**src/rtl/cpi_pkg.sv**
```systemverilog
// shared types and constants of the color palette indexer
package cpi_pkg;

  localparam int COLOR_W          = 8;
  localparam int KEY_W            = 3 * COLOR_W;
  localparam int LABEL_W          = 9;
  localparam int PALETTE_SIZE_DEF = 256;
  localparam int QUEUE_DEPTH      = 2;
  localparam int QPTR_W           = $clog2(QUEUE_DEPTH);

  typedef struct packed {
    logic [KEY_W-1:0] key;
    logic             last;
  } pixel_t;

  typedef struct packed {
    logic               done;
    logic [LABEL_W-1:0] color_label;
    logic               new_color;
    logic               palette_full;
    logic [LABEL_W-1:0] color_count;
  } result_t;

  typedef enum logic [1:0] {
    BK_IDLE,
    BK_READ,
    BK_CMP,
    BK_RESOLVE
  } back_state_t;

endpackage

```
**src/rtl/cpi_front.sv**
```systemverilog
// front part: packs pixels into keys and queues them for the search engine
module cpi_front (
  input  logic            clk,
  input  logic            rst,
  input  logic            start,
  input  logic [7:0]      red,
  input  logic [7:0]      green,
  input  logic [7:0]      blue,
  input  logic            last_of_image,
  output logic            busy,
  input  logic            pop,
  output logic            empty,
  output cpi_pkg::pixel_t head
);
  import cpi_pkg::*;

  pixel_t            slots [QUEUE_DEPTH];
  logic [QPTR_W-1:0] wr_ptr;
  logic [QPTR_W-1:0] rd_ptr;
  logic [QPTR_W:0]   fill;
  logic              push;
  logic              take;

  assign busy  = (fill == (QPTR_W+1)'(QUEUE_DEPTH));
  assign empty = (fill == '0);
  assign push  = start && !busy;
  assign take  = pop && !empty;
  assign head  = slots[rd_ptr];

  // red in the low byte, blue in the high byte
  always_ff @(posedge clk) begin
    if (push) begin
      slots[wr_ptr].key  <= {blue, green, red};
      slots[wr_ptr].last <= last_of_image;
    end
  end

  always_ff @(posedge clk) begin
    if (rst) begin
      wr_ptr <= '0;
      rd_ptr <= '0;
      fill   <= '0;
    end else begin
      if (push) wr_ptr <= wr_ptr + 1'b1;
      if (take) rd_ptr <= rd_ptr + 1'b1;
      if (push && !take) fill <= fill + 1'b1;
      else if (take && !push) fill <= fill - 1'b1;
    end
  end

endmodule

```
**config.mk**
```make
export PLATFORM = sky130hd
export DESIGN_NAME = cpi_front
export DESIGN_NICKNAME = d
export VERILOG_FILES = /design/src/rtl/cpi_pkg.sv /design/src/rtl/cpi_front.sv
export SDC_FILE = /design/constraint.sdc
export NUM_CORES = 1
export LEC_CHECK = 0
export CAP_MARGIN = 20
export CORE_MARGIN = 2
export CORE_UTILIZATION = 30
export CTS_CLUSTER_SIZE = 24
export DETAILED_ROUTE_END_ITERATION = 12
export DONT_BUFFER_PORTS = 1
export GPL_TIMING_DRIVEN = 0
export PLACE_DENSITY_LB_ADDON = 0.12
export SLEW_MARGIN = 0
export SYNTH_ARGS = -nofsm -noshare
export SYNTH_HDL_FRONTEND = slang
export SYNTH_SLANG_ARGS = --single-unit
```
**constraint.sdc**
```tcl
create_clock -name clk -period 1.9 [get_ports clk]
set_clock_uncertainty 0.05 [all_clocks]
set_input_delay 0 -clock clk [delete_from_list [all_inputs] [get_ports clk]]
set_output_delay 0 -clock clk [all_outputs]
set_load 0.05 [all_outputs]
```
==> results.tsv, run 1 <==
stage	metric	value	unit
grt	initial antenna violation count	0	
sta	fmax	552.6	MHz
layout	area of the multi-input gates	397.9	sq um
grt	first-pass GRT wire length	5416	um
setup_path	crit-path max FO	5	
setup_path	CP startpoint kind	register	
floorplanning	Die Ht	86.07	um
clock_network	clock slew seen by the registers of the worst setup and hold paths	0.10	ns
clock_network	Clock Latency Late Sink	0.30	ns
drt	drt pass-1 iters	4	
setup_path	R2R cell count	5	
setup_path	CP Data Required Time	2.08	ns
pwr	pwr/cell area	1460	mW/mm^2
clock_network	CTS Buffer Depth	2	
floorplanning	Initial Util	31.46	%
setup_path	CP endpoint	fill[1]	
placed_design	PortBufs	0	
clock_network	Num CTS Buffers	5	
sta	worst rel slew slack	40.87	%
clock_network	clk sinks	55	
synthesis	post-synth top area cell	edfxtp_1	
synthesis	#FFs+latches synth	55	
grt	GRT Total Usage	9.990	%
worst_hold_path	worst min path class	input port to register	
drt	final wirelength	3585	um
clock_network	TritonCTS clock tree	built	
synthesis	area share of the largest cell type after synthesis	74.30	%
sta	min Tclk post-route	1.810	ns
setup_path	r2r setup slk	0.09	ns
synthesis	sequential area share after synthesis	79.26	%
sta	worst hold slack	0.2963	ns
setup_path	WP data arrival	1.99	ns
floorplanning	die area	0.007408	sq mm
synthesis	Synth area leaders	edfxtp_1, mux2_2, dfxtp_1	
synthesis	synth warn	0	
placed_design	dpl hpwl	2245	um
drt	wire per inst	16.30	um
clock_network	H-tree levels	2	
floorplanning	site row count	29	
sta	fin. max-slew vios	0	
synthesis	syn_area_per_cell	19.62	sq um
synthesis	synth unique cells	14	
setup_path	R2R Path End	fill[1]	
clock_network	CTS root buf	clkbuf_8	
layout	antenna fix cells	0	
layout	Fill cells	589	
grt	number of global-route vias before repair	1106	
drt	via count	1000	
run_status	status	completed	
pwr	P_leak	0.8717	nW
drt	Antenna Violating Nets Remaining	0	
synthesis	Syn Nets	133	
setup_path	Critical Path End Type	register	
sta	RSZ-0062 raised after global routing	no	
setup_path	launching point of the worst reg2reg path	fill[0]	
layout	Nets	172	
grt	largest net degree at the start of global routing	19	
drt	vias per inst	4.545	
grt	gr ovfl total	0	
layout	share of cells above drive strength 1	30.77	%
run	Max Cap Violations	0	
layout	Reg area	0.001603	sq mm
placed_design	Placer Congestion	0.6607	
sta	setup violators final	0	
setup_path	Worst Setup Path Type	register to register	
layout	commonest non-fill, non-tap cell in the layout	edfxtp_1	
sta	Slew @ Worst Pin	0.8837	ns
setup_path	Crit. Startpoint	fill[0]	
drt	DRC viols	0	
sta	Hold Vio Cnt, Final	0	
placed_design	dpl ws	-0.3758	ns
synthesis	synthesized instance count	103	
sta	Final period util	95.25	%
synthesis	mapped cell area	0.002021	sq mm
layout	Syn-to-layout area delta	28.61	%
worst_hold_path	HP Start	green[2]	
floorplanning	top-level port count	56	
layout	leading cell types in the layout, fill and taps excluded	edfxtp_1, dlygate4sd3_1, mux2_2	
floorplanning	Core ar.	0.006422	sq mm
sta	final setup margin	0.09022	ns
floorplanning	chip width	86.07	um
drt	1st-iter DRT viols	40	
pwr	Max IR drop VDD	0.6113	mV
[per-layer routing]
metal  vias to the layer above  GRT usage, %  wire length (um)
met2                        31         18.32              1971
li1                        468             -                 -
met1                       496         10.80              1400
met3                         5         3.080               178
met4                         0         3.463                34
met5                         -             0                 0
[critical path, cell delays in order, from the launching register on]
cell and delay (ns):
dfxtp_1 0.39, nor2b_4 0.36, nor2_1 0.10, ha_1 0.34, or3_1 0.36, a21oi_1 0.14
[cells in the mapped netlist (all sizes together)]
| cell | count |
|---|---|
| buf | 3 |
| ha | 1 |
| mux2 | 25 |
| inv | 2 |
| o21ai | 3 |
| dfxtp | 5 |
| a21oi | 2 |
| nor2b | 1 |
| or3 | 2 |
| edfxtp | 50 |
| nor2 | 5 |
| and2 | 1 |
| xor2 | 3 |
[worst min path at each step]
stage                         to  slack [ns]  cells past startpoint
floorplan                fill[1]        0.02                      1
global placement          wr_ptr        0.02                      1
detailed placement      register        0.02                      1
CTS                 slots[1][11]        0.28                      1
global route        slots[1][24]        0.29                      1
finish              slots[1][11]        0.30                      1
[what timing repair did]
item / CTS / global route
gates resized for setup: 4 / 1
endpoints found under the setup margin: 42 / 13
cloned: 1 / 0
endpoints found under the hold margin: 55 / 0
setup buffers: 1 / 1
hold buffers: 28 / 0
[power breakdown]
group / total [W] / switching (W) / internal, W
sequential: 0.00158 / 0.0000578 / 0.00152
clock: 0.000770 / 0.000373 / 0.000397
combinational: 0.00144 / 0.00105 / 0.000391
[kinds of logic after synthesis]
logic type	synth area share, %
fa+ha+maj	0.6191
mux	13.93
compound gates	1.238
xor+xnor	1.301
simple gates	2.291
buf+inv	1.362
flops	79.26
[sequential cells by signal (all words and copies together) (netlist names), named ones only]
name,flops
fill,2
wr_ptr,1
rd_ptr,1
slots,50
[stage by stage]
step                      util, %  total power [W]  area [sq um]  setup TNS [ns]  instances
after CTS                   40.13         0.003823          2577               0        219
final                       40.46         0.003795          2599               0        220
after global routing        40.46         0.003975          2599               0        220
after detailed placement    33.39         0.002942          2145          -11.52        181
after global placement      32.96         0.002904          2117          -15.55        180
after floorplan                 -         0.002778          2021               0        103
[final cells by class]
| type | count | area share [%] |
|---|---|---|
| well taps | 77 | 3.707 |
| clock buffers | 5 | 2.648 |
| clock inverters | 3 | 1.781 |
| repair buffers | 31 | 13.38 |
| inverters | 2 | 0.4333 |
| multi-input cells | 43 | 15.31 |
| flip-flops and latches | 55 | 61.68 |
| repair inverters | 1 | 0.2889 |
| plain buffers | 3 | 0.7703 |
Note: power is estimated with default switching activity, not from simulation.
==> run 2: changes to the inputs <==
==> constraint.sdc (replaced) <==
create_clock -name clk -period 1.8 [get_ports clk]
set_clock_uncertainty 0.05 [all_clocks]
set_input_delay 0 -clock clk [delete_from_list [all_inputs] [get_ports clk]]
set_output_delay 0 -clock clk [all_outputs]
set_load 0.05 [all_outputs]
==> results.tsv, run 2 (synthesis gave the netlist of run 1 again) <==
stage	metric	value	unit
clock_network	CTS Buffer Depth	2	
drt	wire per inst	15.36	um
layout	area of the multi-input gates	426.7	sq um
setup_path	crit-path max FO	5	
run_status	status	completed	
clock_network	H-tree levels	2	
placed_design	PortBufs	0	
worst_hold_path	worst min path class	input port to register	
sta	setup tns final	0	ns
grt	gr ovfl total	0	
clock_network	TritonCTS clock tree	built	
drt	drt pass-1 iters	3	
pwr	P_leak	0.8905	nW
floorplanning	top-level port count	56	
setup_path	WP data arrival	1.91	ns
setup_path	Worst Setup Path Type	register to register	
floorplanning	Die Ht	86.07	um
floorplanning	chip width	86.07	um
pwr	Flop pwr share	40.3	%
run	Max Cap Violations	0	
placed_design	dpl hpwl	2212	um
pwr	Net Sw Power	0.001557	W
floorplanning	Core ar.	0.006422	sq mm
pwr	Internal	0.002611	W
pwr	pwr/cell area	1570	mW/mm^2
layout	Reg area	0.001607	sq mm
drt	Antenna Violating Nets Remaining	0	
grt	largest net degree at the start of global routing	18	
floorplanning	Initial Util	31.46	%
pwr	clock share of power	22.2	%
pwr	Max IR drop VDD	0.8335	mV
drt	vias per inst	4.401	
setup_path	Critical Path End Type	register	
sta	Slew @ Worst Pin	0.8777	ns
layout	biggest regs	slots x50, fill x2	
setup_path	CP Data Required Time	1.98	ns
pwr	Combinational Power Share	37.5	%
drt	via count	977	
drt	final wirelength	3410	um
layout	Nets	174	
clock_network	Clock Latency Late Sink	0.29	ns
grt	first-pass GRT wire length	5244	um
sta	fmax	578.3	MHz
layout	Syn-to-layout area delta	31.39	%
sta	Final period util	96.07	%
sta	min Tclk post-route	1.729	ns
layout	final instance area	0.002655	sq mm
sta	setup violators final	0	
layout	commonest non-fill, non-tap cell in the layout	edfxtp_1	
floorplanning	die area	0.007408	sq mm
drt	1st-iter DRT viols	51	
setup_path	CP startpoint kind	register	
floorplanning	site row count	29	
grt	number of global-route vias before repair	1054	
layout	Fill cells	592	
sta	Hold Vio Cnt, Final	0	
layout	leading cell types in the layout, fill and taps excluded	edfxtp_1, dlygate4sd3_1, mux2_2	
clock_network	Num CTS Buffers	5	
placed_design	dpl cell area	0.002153	sq mm
clock_network	clk sinks	55	
layout	antenna fix cells	0	
drt	DRC viols	0	
layout	share of cells above drive strength 1	35.17	%
grt	GRT Total Usage	9.617	%
clock_network	CTS root buf	clkbuf_8	
placed_design	Placer Congestion	0.6696	
sta	worst rel slew slack	41.27	%
pwr	net switching fraction of the power	37.35	%
layout	Largest register FFs	50	
sta	fin. max-slew vios	0	
grt	initial antenna violation count	0	
layout	Biggest register	slots	
clock_network	clock slew seen by the registers of the worst setup and hold paths	0.09	ns
-- run 2: what timing repair did --
item | CTS | global route
resized for setup | 4 | 7
cloned | 1 | 0
hold buffers | 28 | 0
endpoints found under the hold margin | 55 | 0
setup buffers | 4 | 0
pin swaps | 1 | 0
setup endpoints to repair | 42 | 3
-- run 2: through the flow --
step	power [W]	setup WS (ns)	util, %	cells	hold slack, ns
3_3_place_gp	0.003080	-0.3925	33.10	180	0.02244
2_1_floorplan	0.002948	0.01901	-	103	0.01907
6_report	0.004167	0.07070	41.34	222	0.3026
4_1_cts	0.004180	0.01154	40.85	222	0.2859
3_5_place_dp	0.003114	-0.2295	33.53	181	0.02427
5_1_grt	0.004361	-0.009173	41.34	222	0.2831
-- run 2: path summary, 6_finish.rpt --
| path | cells after the start | endpoint | slack (ns) | start |
|---|---|---|---|---|
| max | 6 | fill[1] | 0.07 | fill[1] |
| min | 1 | slots[0][2] | 0.30 | red[1] |
| max reg2reg | 6 | fill[1] | 0.07 | fill[1] |
| min reg2reg | 2 | wr_ptr | 0.45 | wr_ptr |
-- run 2: layout make-up --
class | count | area share [%]
clock buffer | 5 | 2.592
clock inverter | 3 | 2.545
buffer | 3 | 0.7540
timing repair inverter | 1 | 0.2828
inverter | 2 | 0.4241
timing repair buffer | 33 | 13.20
multi-input combinational | 43 | 16.07
tap | 77 | 3.629
sequential | 55 | 60.51
-- run 2: power groups by stage --
stage	clock [W]	combinational [W]	sequential, W
3_3_place_gp	0	0.00138	0.00170
6_report	0.000924	0.00156	0.00168
3_5_place_dp	0	0.00141	0.00171
5_1_grt	0.00102	0.00164	0.00170
4_1_cts	0.000965	0.00154	0.00168
2_1_floorplan	0	0.00126	0.00169
-- run 2: worst max-delay path, cell delays in order (launching register included) --
cell and delay [ns]:
dfxtp_4 0.37, nor2b_4 0.39, nor2_4 0.07, ha_4 0.17
xor2_1 0.14, or3_1 0.33, a21oi_2 0.14
-- run 2: layer usage --
metal	global-route usage (%)	vias up	wire [um]
li1	-	472	-
met1	10.53	476	1368
met2	16.84	27	1837
met3	4.042	2	179
met4	3.030	0	23
met5	0	-	0
==> run 3: changes to the inputs <==
--- a/config.mk
+++ b/config.mk
@@ -5,14 +5,13 @@
 export SDC_FILE = /design/constraint.sdc
 export NUM_CORES = 1
 export LEC_CHECK = 0
-export CAP_MARGIN = 20
 export CORE_MARGIN = 2
-export CORE_UTILIZATION = 30
+export CORE_UTILIZATION = 40
 export CTS_CLUSTER_SIZE = 24
 export DETAILED_ROUTE_END_ITERATION = 12
 export DONT_BUFFER_PORTS = 1
 export GPL_TIMING_DRIVEN = 0
-export PLACE_DENSITY_LB_ADDON = 0.12
+export PLACE_DENSITY_LB_ADDON = 0.08
 export SLEW_MARGIN = 0
 export SYNTH_ARGS = -nofsm -noshare
 export SYNTH_HDL_FRONTEND = slang
==> results.tsv, run 3 (synthesis gave the netlist of run 1 again) <==
stage	metric	value	unit
placed_design	PortBufs	0	
grt	gr ovfl total	0	
setup_path	crit-path max FO	5	
floorplanning	Initial Util	42.22	%
grt	met1 Use GR	11.30	%
floorplanning	die area	0.005636	sq mm
setup_path	CP max-delay cell	dlygate4sd3_1	
sta	fmax	568.2	MHz
sta	worst rel slew slack	41.01	%
placed_design	Placer Congestion	0.6351	
sta	Final period util	97.78	%
clock_network	Clock Latency Late Sink	0.30	ns
setup_path	Max stage delay on crit path	0.54	ns
sta	setup violators final	0	
layout	Biggest register	slots	
placed_design	dpl hpwl	1918	um
grt	routing usage on met2	19.88	%
grt	number of global-route vias before repair	1013	
clock_network	Num CTS Buffers	5	
clock_network	CTS root buf	clkbuf_8	
pwr	Final Power	0.003800	W
layout	commonest non-fill, non-tap cell in the layout	edfxtp_1	
run_status	status	completed	
grt	initial antenna violation count	0	
drt	1st-iter DRT viols	22	
clock_network	TritonCTS clock tree	built	
grt	largest net degree at the start of global routing	26	
drt	via count	973	
placed_design	placed insts	170	
grt	first-pass GRT wire length	4491	um
grt	GRT Total Usage	11.40	%
layout	Final Instance Count excl. Fillers	209	
grt	busiest metal layer after global routing	met2	
worst_hold_path	worst min path class	input port to register	
layout	biggest regs	slots x50, fill x2	
drt	final wirelength	3067	um
setup_path	Worst Setup Path Type	register to register	
pwr	P_leak	0.8444	nW
setup_path	CP startpoint kind	register	
clock_network	H-tree levels	2	
layout	leading cell types in the layout, fill and taps excluded	edfxtp_1, dlygate4sd3_1, mux2_2	
layout	Largest register FFs	50	
pwr	pwr/cell area	1509	mW/mm^2
drt	Antenna Violating Nets Remaining	0	
run	Max Cap Violations	0	
drt	drt pass-1 iters	3	
layout	antenna fix cells	0	
floorplanning	top-level port count	56	
setup_path	Critical Path End Type	register	
sta	Slew @ Worst Pin	0.8816	ns
setup_path	WP data arrival	1.90	ns
clock_network	CTS Buffer Depth	2	
sta	fin. max-slew vios	0	
floorplanning	Core ar.	0.004786	sq mm
setup_path	crit-path cells	nor2b_4 > or3_4 > a21oi_1 > dlygate4sd3_1	
clock_network	clk sinks	55	
pwr	Max IR drop VDD	0.7612	mV
layout	share of cells above drive strength 1	30.99	%
clock_network	clock slew seen by the registers of the worst setup and hold paths	0.09	ns
layout	Nets	171	
floorplanning	site row count	25	
drt	DRC viols	0	
sta	RSZ-0062 raised after global routing	yes	
drt	wire per inst	14.67	um
floorplanning	chip width	75.08	um
floorplanning	Die Ht	75.08	um
sta	Hold Vio Cnt, Final	0	
sta	worst hold slack	0.1388	ns
sta	min Tclk post-route	1.760	ns
drt	vias per inst	4.656	
grt	met3 Usage GRT	5.622	%
setup_path	CP Data Required Time	1.94	ns
layout	Syn-to-layout area delta	24.64	%
==> run 3: worst paths after layout <==
check | from | to | slack, ns | cells past startpoint
worst min-delay path | pop | fill[1] | 0.14 | 4
worst max register to register | fill[1] | wr_ptr | 0.04 | 4
worst min register to register | fill[1] | fill[1] | 0.51 | 2
worst max-delay path | fill[1] | wr_ptr | 0.04 | 4
==> run 3: routing by layer <==
metal	vias to the layer above	share of wire [%]
met4	0	1.9
met2	34	51
met1	468	39
met3	7	8.5
met5	-	0
li1	464	-
==> run 3: critical path, delay by kind of cell, from the launching register on <==
family | cells | cell delay, ns
AOI/OAI and AO/OA | 1 | 0.07
buffers and inverters | 1 | 0.54
DFF | 1 | 0.37
and+or+nand+nor | 2 | 0.63
==> run 3: final cells by class <==
cell class	instances	area (sq um)
Buffer	3	20.02
Sequential cell	55	1604
Clock inverter	2	7.507
Timing Repair Buffer	30	297.8
Multi-Input combinational cell	43	414.1
Tap cell	67	83.83
Fill cell	401	2267
Timing Repair inverter	1	7.507
Clock buffer	6	72.57
Inverter	2	11.26
==> run 3: repair_timing <==
| item | CTS | global route |
|---|---|---|
| endpoints found under the hold margin | 55 | 0 |
| buffers inserted | 0 | 1 |
| gates cloned | 1 | 0 |
| pin swaps | 1 | 2 |
| resized for setup | 5 | 4 |
| endpoints found under the setup margin | 51 | 1 |
| hold buffers | 29 | 0 |
==> run 3: through the flow <==
stage	utilization (%)	setup WS (ns)	cell area (sq um)	setup TNS [ns]
after floorplan	-	0.01901	2029	0
after global placement	44.16	-0.3595	2113	-12.89
after detailed placement	44.16	-0.3601	2113	-13.57
after CTS	52.24	-0.002830	2500	-0.002830
after global routing	52.63	-0.03879	2519	-0.05043
final	52.63	0.03995	2519	0
==> run 3: report_power, final <==
group	total, W	leakage, nW	switching [W]	internal (W)
registers	0.00168	0.509	0.0000627	0.00161
logic	0.00151	0.295	0.00110	0.000412
clock network	0.000610	0.0403	0.000344	0.000266
